--- src/pstb_pkg.sv ---
// Shared constants and types for the periodic timer bank.
// Used by pstb_slot and periodic_software_timer_bank_unit.
`default_nettype none

package pstb_pkg;

  localparam int NUM_TIMERS = 16;

  localparam int MODE_W   = 3;
  localparam int IDX_W    = 4;
  localparam int PERIOD_W = 16;
  localparam int COUNT_W  = 17;
  localparam int MASK_W   = 16;
  localparam int CLOCK_W  = 32;

  localparam logic [MODE_W-1:0] MODE_TICK1  = 3'd0;
  localparam logic [MODE_W-1:0] MODE_TICK10 = 3'd1;
  localparam logic [MODE_W-1:0] MODE_ENABLE = 3'd2;
  localparam logic [MODE_W-1:0] MODE_STOP   = 3'd3;
  localparam logic [MODE_W-1:0] MODE_CONT   = 3'd4;
  localparam logic [MODE_W-1:0] MODE_QUERY  = 3'd5;

  localparam int LONG_TICK_MS = 10;

  // Decoded command, already gated by the pipeline advance.
  typedef struct packed {
    logic                tick;
    logic                long_tick;
    logic                enable;
    logic                stop;
    logic                cont;
    logic [PERIOD_W-1:0] period;
  } cmd_t;

endpackage

`default_nettype wire

--- src/periodic_software_timer_bank_unit.sv ---
// Periodic timer bank: input register, parallel timer slots, result register.
// An accepted item passes through the input register, then the result register.
// One item per cycle while the result register is not stalled; every slot updates in the same cycle.
// The result register holds while stalled; the input side keeps accepting
// as long as the result register can drain. Synchronous reset clears all
// periods, countdowns, run flags and the millisecond clock.
`default_nettype none

module periodic_software_timer_bank_unit (
  input  wire logic                          clk,
  input  wire logic                          rst,
  input  wire logic                          in_valid,
  output logic                               in_stall,
  input  wire logic [pstb_pkg::MODE_W-1:0]   mode,
  input  wire logic [pstb_pkg::IDX_W-1:0]    timer_index,
  input  wire logic [pstb_pkg::PERIOD_W-1:0] period_ms,
  output logic                               out_valid,
  input  wire logic                          out_stall,
  output logic [pstb_pkg::MASK_W-1:0]        fired_mask,
  output logic                               is_running,
  output logic [pstb_pkg::CLOCK_W-1:0]       elapsed_ms
);

  // input register
  logic                          s1_valid;
  logic [pstb_pkg::MODE_W-1:0]   s1_mode;
  logic [pstb_pkg::IDX_W-1:0]    s1_idx;
  logic [pstb_pkg::PERIOD_W-1:0] s1_period;

  logic [pstb_pkg::CLOCK_W-1:0]    ms_clock;
  logic [pstb_pkg::CLOCK_W-1:0]    ms_clock_next;
  logic                            advance;
  logic                            in_take;
  pstb_pkg::cmd_t                  cmd;
  logic [pstb_pkg::NUM_TIMERS-1:0] sel;
  logic [pstb_pkg::NUM_TIMERS-1:0] fired_vec;
  logic [pstb_pkg::NUM_TIMERS-1:0] running_vec;

  assign advance  = s1_valid && (!out_valid || !out_stall);
  assign in_stall = s1_valid && !advance;
  assign in_take  = in_valid && !in_stall;

  always_comb begin
    cmd           = '0;
    cmd.period    = s1_period;
    ms_clock_next = ms_clock;
    if (advance) begin
      case (s1_mode)
        pstb_pkg::MODE_TICK1: begin
          cmd.tick      = 1'b1;
          ms_clock_next = ms_clock + pstb_pkg::CLOCK_W'(1);
        end
        pstb_pkg::MODE_TICK10: begin
          cmd.tick      = 1'b1;
          cmd.long_tick = 1'b1;
          ms_clock_next = ms_clock + pstb_pkg::CLOCK_W'(pstb_pkg::LONG_TICK_MS);
        end
        pstb_pkg::MODE_ENABLE: cmd.enable = 1'b1;
        pstb_pkg::MODE_STOP:   cmd.stop   = 1'b1;
        pstb_pkg::MODE_CONT:   cmd.cont   = 1'b1;
        pstb_pkg::MODE_QUERY:  cmd.tick   = 1'b0;
        default:               cmd.tick   = 1'b0;
      endcase
    end
  end

  // every 4-bit index selects exactly one of the 16 slots
  always_comb begin
    for (int n = 0; n < pstb_pkg::NUM_TIMERS; n++) begin
      sel[n] = (32'(s1_idx) == n);
    end
  end

  for (genvar g = 0; g < pstb_pkg::NUM_TIMERS; g++) begin : g_slot
    pstb_slot u_slot (
      .clk     (clk),
      .rst     (rst),
      .cmd     (cmd),
      .sel     (sel[g]),
      .fired   (fired_vec[g]),
      .running (running_vec[g])
    );
  end

  always_ff @(posedge clk) begin
    if (rst) begin
      s1_valid <= 1'b0;
      out_valid <= 1'b0;
      ms_clock <= '0;
    end else begin
      ms_clock <= ms_clock_next;
      if (in_take) begin
        s1_valid <= 1'b1;
      end else if (advance) begin
        s1_valid <= 1'b0;
      end
      if (advance) begin
        out_valid <= 1'b1;
      end else if (!out_stall) begin
        out_valid <= 1'b0;
      end
    end
  end

  always_ff @(posedge clk) begin
    if (in_take) begin
      s1_mode   <= mode;
      s1_idx    <= timer_index;
      s1_period <= period_ms;
    end
    if (advance) begin
      // the mask has one bit per timer
      fired_mask <= pstb_pkg::MASK_W'(fired_vec);
      is_running <= |(sel & running_vec);
      elapsed_ms <= ms_clock_next;
    end
  end

endmodule

`default_nettype wire

--- src/pstb_slot.sv ---
// One timer of the bank: period, signed countdown and run flag.
// Depends on pstb_pkg for widths and the command struct.
`default_nettype none

module pstb_slot (
  input  wire logic          clk,
  input  wire logic          rst,
  input  wire pstb_pkg::cmd_t cmd,
  input  wire logic          sel,
  output logic               fired,
  output logic               running
);

  logic [pstb_pkg::PERIOD_W-1:0]       period;
  logic signed [pstb_pkg::COUNT_W-1:0] countdown;
  logic                                run;

  logic signed [pstb_pkg::COUNT_W-1:0] step;
  logic signed [pstb_pkg::COUNT_W-1:0] dec;
  logic signed [pstb_pkg::COUNT_W-1:0] reload;
  logic signed [pstb_pkg::COUNT_W-1:0] load_val;
  logic signed [pstb_pkg::COUNT_W-1:0] countdown_next;
  logic [pstb_pkg::PERIOD_W-1:0]       period_next;
  logic                                run_next;

  always_comb begin
    step     = cmd.long_tick ? pstb_pkg::COUNT_W'(pstb_pkg::LONG_TICK_MS)
                             : pstb_pkg::COUNT_W'(1);
    dec      = countdown - step;
    reload   = $signed({1'b0, period}) - pstb_pkg::COUNT_W'(1);
    load_val = $signed({1'b0, cmd.period}) - pstb_pkg::COUNT_W'(1);
    fired    = cmd.tick && run && dec[pstb_pkg::COUNT_W-1];

    countdown_next = countdown;
    period_next    = period;
    run_next       = run;
    if (cmd.tick && run) begin
      // drop any remainder on expiry
      countdown_next = fired ? reload : dec;
    end
    if (sel) begin
      if (cmd.enable) begin
        period_next    = cmd.period;
        countdown_next = load_val;
        run_next       = 1'b1;
      end
      if (cmd.stop) begin
        run_next = 1'b0;
      end
      if (cmd.cont) begin
        run_next = 1'b1;
      end
    end
    running = run_next;
  end

  always_ff @(posedge clk) begin
    if (rst) begin
      period    <= '0;
      countdown <= '0;
      run       <= 1'b0;
    end else begin
      period    <= period_next;
      countdown <= countdown_next;
      run       <= run_next;
    end
  end

endmodule

`default_nettype wire
--- config.mk ---
export PLATFORM = sky130hd
export DESIGN_NAME = periodic_software_timer_bank_unit
export DESIGN_NICKNAME = d
export VERILOG_FILES = /design/src/pstb_pkg.sv /design/src/periodic_software_timer_bank_unit.sv /design/src/pstb_slot.sv
export SDC_FILE = /design/constraint.sdc
export NUM_CORES = 2
export LEC_CHECK = 0
export BUFFER_PORTS_ARGS = -buffer_cell sky130_fd_sc_hd__buf_4
export CAP_MARGIN = 20
export CORE_MARGIN = 2
export CORE_UTILIZATION = 64
export DETAILED_ROUTE_END_ITERATION = 12
export PLACE_DENSITY_LB_ADDON = 0.1
export REMOVE_ABC_BUFFERS = 1
export SYNTH_ARGS = -nofsm -noshare
export SYNTH_HDL_FRONTEND = slang
export SYNTH_SLANG_ARGS = --single-unit
--- constraint.sdc ---
create_clock -name clk -period 7.64 [get_ports clk]
set_input_delay 0.764 -clock clk [delete_from_list [all_inputs] [get_ports clk]]
set_output_delay 0.764 -clock clk [all_outputs]
set_load 0.02 [all_outputs]
==> results.toml <==
[synth]
netlist_area_mm2 = 0.0378
syn_area_per_cell_um2 = 7.68
synth_ff_type = "dfxtp_1"
ys_seq_area_share_pct = 36.3
yosysUniqueCellTypes = 91
synth_edf_count = 72
ys_async_sr_fraction_pct = 0
synth-seq-cells = 650
synthCells = 4927
yosysWarnings = 0

[floorplan]
coreArea_mm2 = 0.0587
die_y_um = 247
std_cell_rows = 89
io_pins = 78
fp.dieArea_mm2 = 0.0611
start_util_pct = 64.5
die_w_um = 247

[cts]
cts_buffers = 72
tritoncts = "done"
cts_hold_buf = 0
postCtsSetupBuffers = 0
cts_root_buf = "clkbuf_16"
clk_pin_slew_ns = 0.06
ctsResizeCount = 0
cts_sinks = 650
clk-insertion-delay-late_ns = 0.63
clockBufferDepth = 3
cts_max_level = 3

[critical_path]
cp_data_required_time_ns = 8.11
startpoint = "s1_mode[2]"
r2r.worst_path.cells = 11
crit_slowest_cell = "xor2_1"
worstReg2RegStart = "s1_mode[2]"
ff2ff_setup_slack_ns = 2.44
crit_chain = "nor3_2 > nand2_4 > inv_2 > fa_1 > nand2b_1 > a2111o_1 > nor4_4 > xor2_1 > nand2_1 > a31oi_1 > a221oi_1"
reg2reg_to = "g_slot[12].u_slot.countdown[5]"
crit_path_start_kind = "register"
arrival_ns = 5.67
setup.worst_path.class = "reg -> reg"
cp-end-kind = "register"
path_max_fanout = 27
slowest_delay_ns = 0.87
crit_end = "g_slot[12].u_slot.countdown[5]"

[place]
hpwl_mm = 74.5
placed_cell_area_mm2 = 0.0389
portBuffers = 77
place.gp.congestion = 0.977

[global_route]
grt_pass1_vias = 33800
antenna_found_initial = 1
grt_pass1_wl_mm = 189
track_usage_pct = 39.1
overflow = 0
grt_max_degree = 171

[drt]
drc = 0
drt-total-wl_mm = 122
firstDrtPassIters = 6
vias = 37300
wire_per_inst_um = 21.5
postRouteAntennaNets = 0
routed_via_density = 6.60
dr.first_iter.drc_count = 4474

[timing]
fin_worst_skew_ns = 0.0231
slew_headroom_pct = 19.3
finalCriticalPeriod_ns = 5.20
hold_slack_ns = 0.306
worst_pin_slew_ns = 1.21
setup_viol = 0
final-hold-violation-count = 0
slew_violations = 0
tns_ns = 0
fin_crit_sh_pct = 68.1
rsz0062_at_grt = "no"
timing.fmax_ghz = 0.192

[power]
p_per_area_mw_per_mm2 = 183
power_frac_clock_pct = 46.2
power.internal_w = 0.00560
power.switching_w = 0.00194
combPwrFrac_pct = 7.4
peakVddDrop_mv = 0.212
p_seq_share_pct = 46.4
static-leakage-power_nw = 15.0
sw_frac_of_total_pct = 25.8

[finish]
regArea_mm2 = 0.0137
post-route-cell-area_mm2 = 0.0413
fillers = 4909
final_core_util_pct = 70.4
layout-drive-gt1-share_pct = 7.60
area_growth_pct = 9.18
mostFrequentLayoutCells = "nand2_1, dfxtp_1, a21oi_1, nor2_1, o21ai_0"
multi_input_area_mm2 = 0.0226
num-nets-final = 4934
final_common_cell = "nand2_1"

[run]
maxCapViolCount = 0

[min_path]
min_path_type = "in -> reg"

[status]
status = "finished clean"
metal layers:
layer | GRT usage [%] | vias to the layer above | share of wire (%)
met5 | 0 | - | 0
met4 | 20.4 | 0 | 6.0
met3 | 7.77 | 404 | 10
met2 | 60.8 | 1892 | 44
met1 | 51.5 | 17500 | 40
li1 | - | 17600 | -
final cells by class:
cell class,instances,share of cell area (%)
inverters,102,0.933
clock buffers,100,4.93
diodes,1,0.00606
flip-flops and latches,650,33.2
well taps,773,2.34
clock inverters,32,0.721
repair buffers,166,3.18
multi-input cells,3832,54.6
flip-flops by register name (all words and copies together), names as in the netlist:
| signal | flops |
|---|---|
| out_valid | 1 |
| ms_clock | 32 |
| is_running | 1 |
| s1_period | 16 |
| s1_valid | 1 |
| elapsed_ms | 32 |
| s1_mode | 3 |
| s1_idx | 4 |
| g_slot.u_slot.run | 16 |
| g_slot.u_slot.period | 256 |
| fired_mask | 16 |
| g_slot.u_slot.countdown | 272 |
power groups by stage:
| stage | logic [W] | registers, W | clock network (W) |
|---|---|---|---|
| 2_1_floorplan | 0.000217 | 0.00360 | 0 |
| 3_3_place_gp | 0.000527 | 0.00357 | 0 |
| 3_5_place_dp | 0.000531 | 0.00357 | 0 |
| 4_1_cts | 0.000534 | 0.00350 | 0.00351 |
| 5_1_grt | 0.000577 | 0.00350 | 0.00363 |
| 6_report | 0.000556 | 0.00350 | 0.00349 |
critical path, delay by kind of cell (launching register included):
kind            cells  cell delay, ns
compound gates      3            0.86
xor+xnor            1            0.87
fa+ha+maj           1            0.36
buf+inv             1            0.71
flops               1            0.77
simple gates        5            1.42
metrics by stage:
| stage | setup slack (ns) | cells | power [W] |
|---|---|---|---|
| 2_1_floorplan | 0.646 | 4584 | 0.00382 |
| 3_3_place_gp | 2.40 | 5512 | 0.00410 |
| 3_5_place_dp | 2.33 | 5514 | 0.00410 |
| 4_1_cts | 2.57 | 5646 | 0.00754 |
| 5_1_grt | 2.23 | 5655 | 0.00771 |
| 6_report | 2.44 | 5656 | 0.00754 |
cells by family after synthesis:
kind of cell    after synthesis  synth area share (%)
simple gates               2086                  26.0
compound gates             1330                  22.2
flops                       650                  36.3
buf+inv                     445                  4.59
xor+xnor                    304                  7.12
fa+ha+maj                    83                  3.06
mux                          29                 0.777
Yosys cell counts, types with 63 or more instances:
master / count / share of area, %
xor2_1: 149 / 3.4
xnor2_1: 151 / 3.5
nor2_1: 404 / 4.0
nand3_1: 117 / 1.5
clkbuf_1: 282 / 2.8
a21oi_1: 534 / 7.1
nor2b_1: 67 / 1.1
dfxtp_1: 578 / 31
o21ai_0: 243 / 3.2
a211oi_1: 63 / 1.2
nand2_1: 829 / 8.2
nor3_1: 216 / 2.9
or3_1: 63 / 1.0
ha_1: 67 / 2.2
nor4_1: 101 / 1.7
inv_1: 102 / 1.0
edfxtp_1: 72 / 5.7
a221oi_1: 91 / 2.1
a31oi_1: 64 / 1.1
how the worst min path moves through the flow:
stage          slack (ns)                           to  depth (start not counted)                         from
2_1_floorplan        0.44  g_slot[14].u_slot.period[7]                          2  g_slot[14].u_slot.period[7]
6_report             0.31                 s1_period[4]                          1                 period_ms[4]
3_5_place_dp         0.46   g_slot[5].u_slot.period[9]                          2   g_slot[5].u_slot.period[9]
3_3_place_gp         0.45  g_slot[14].u_slot.period[7]                          2  g_slot[14].u_slot.period[7]
5_1_grt              0.29                 s1_period[4]                          1                 period_ms[4]
4_1_cts              0.28                 s1_period[4]                          1                 period_ms[4]
(Power assumes the default switching activity.)
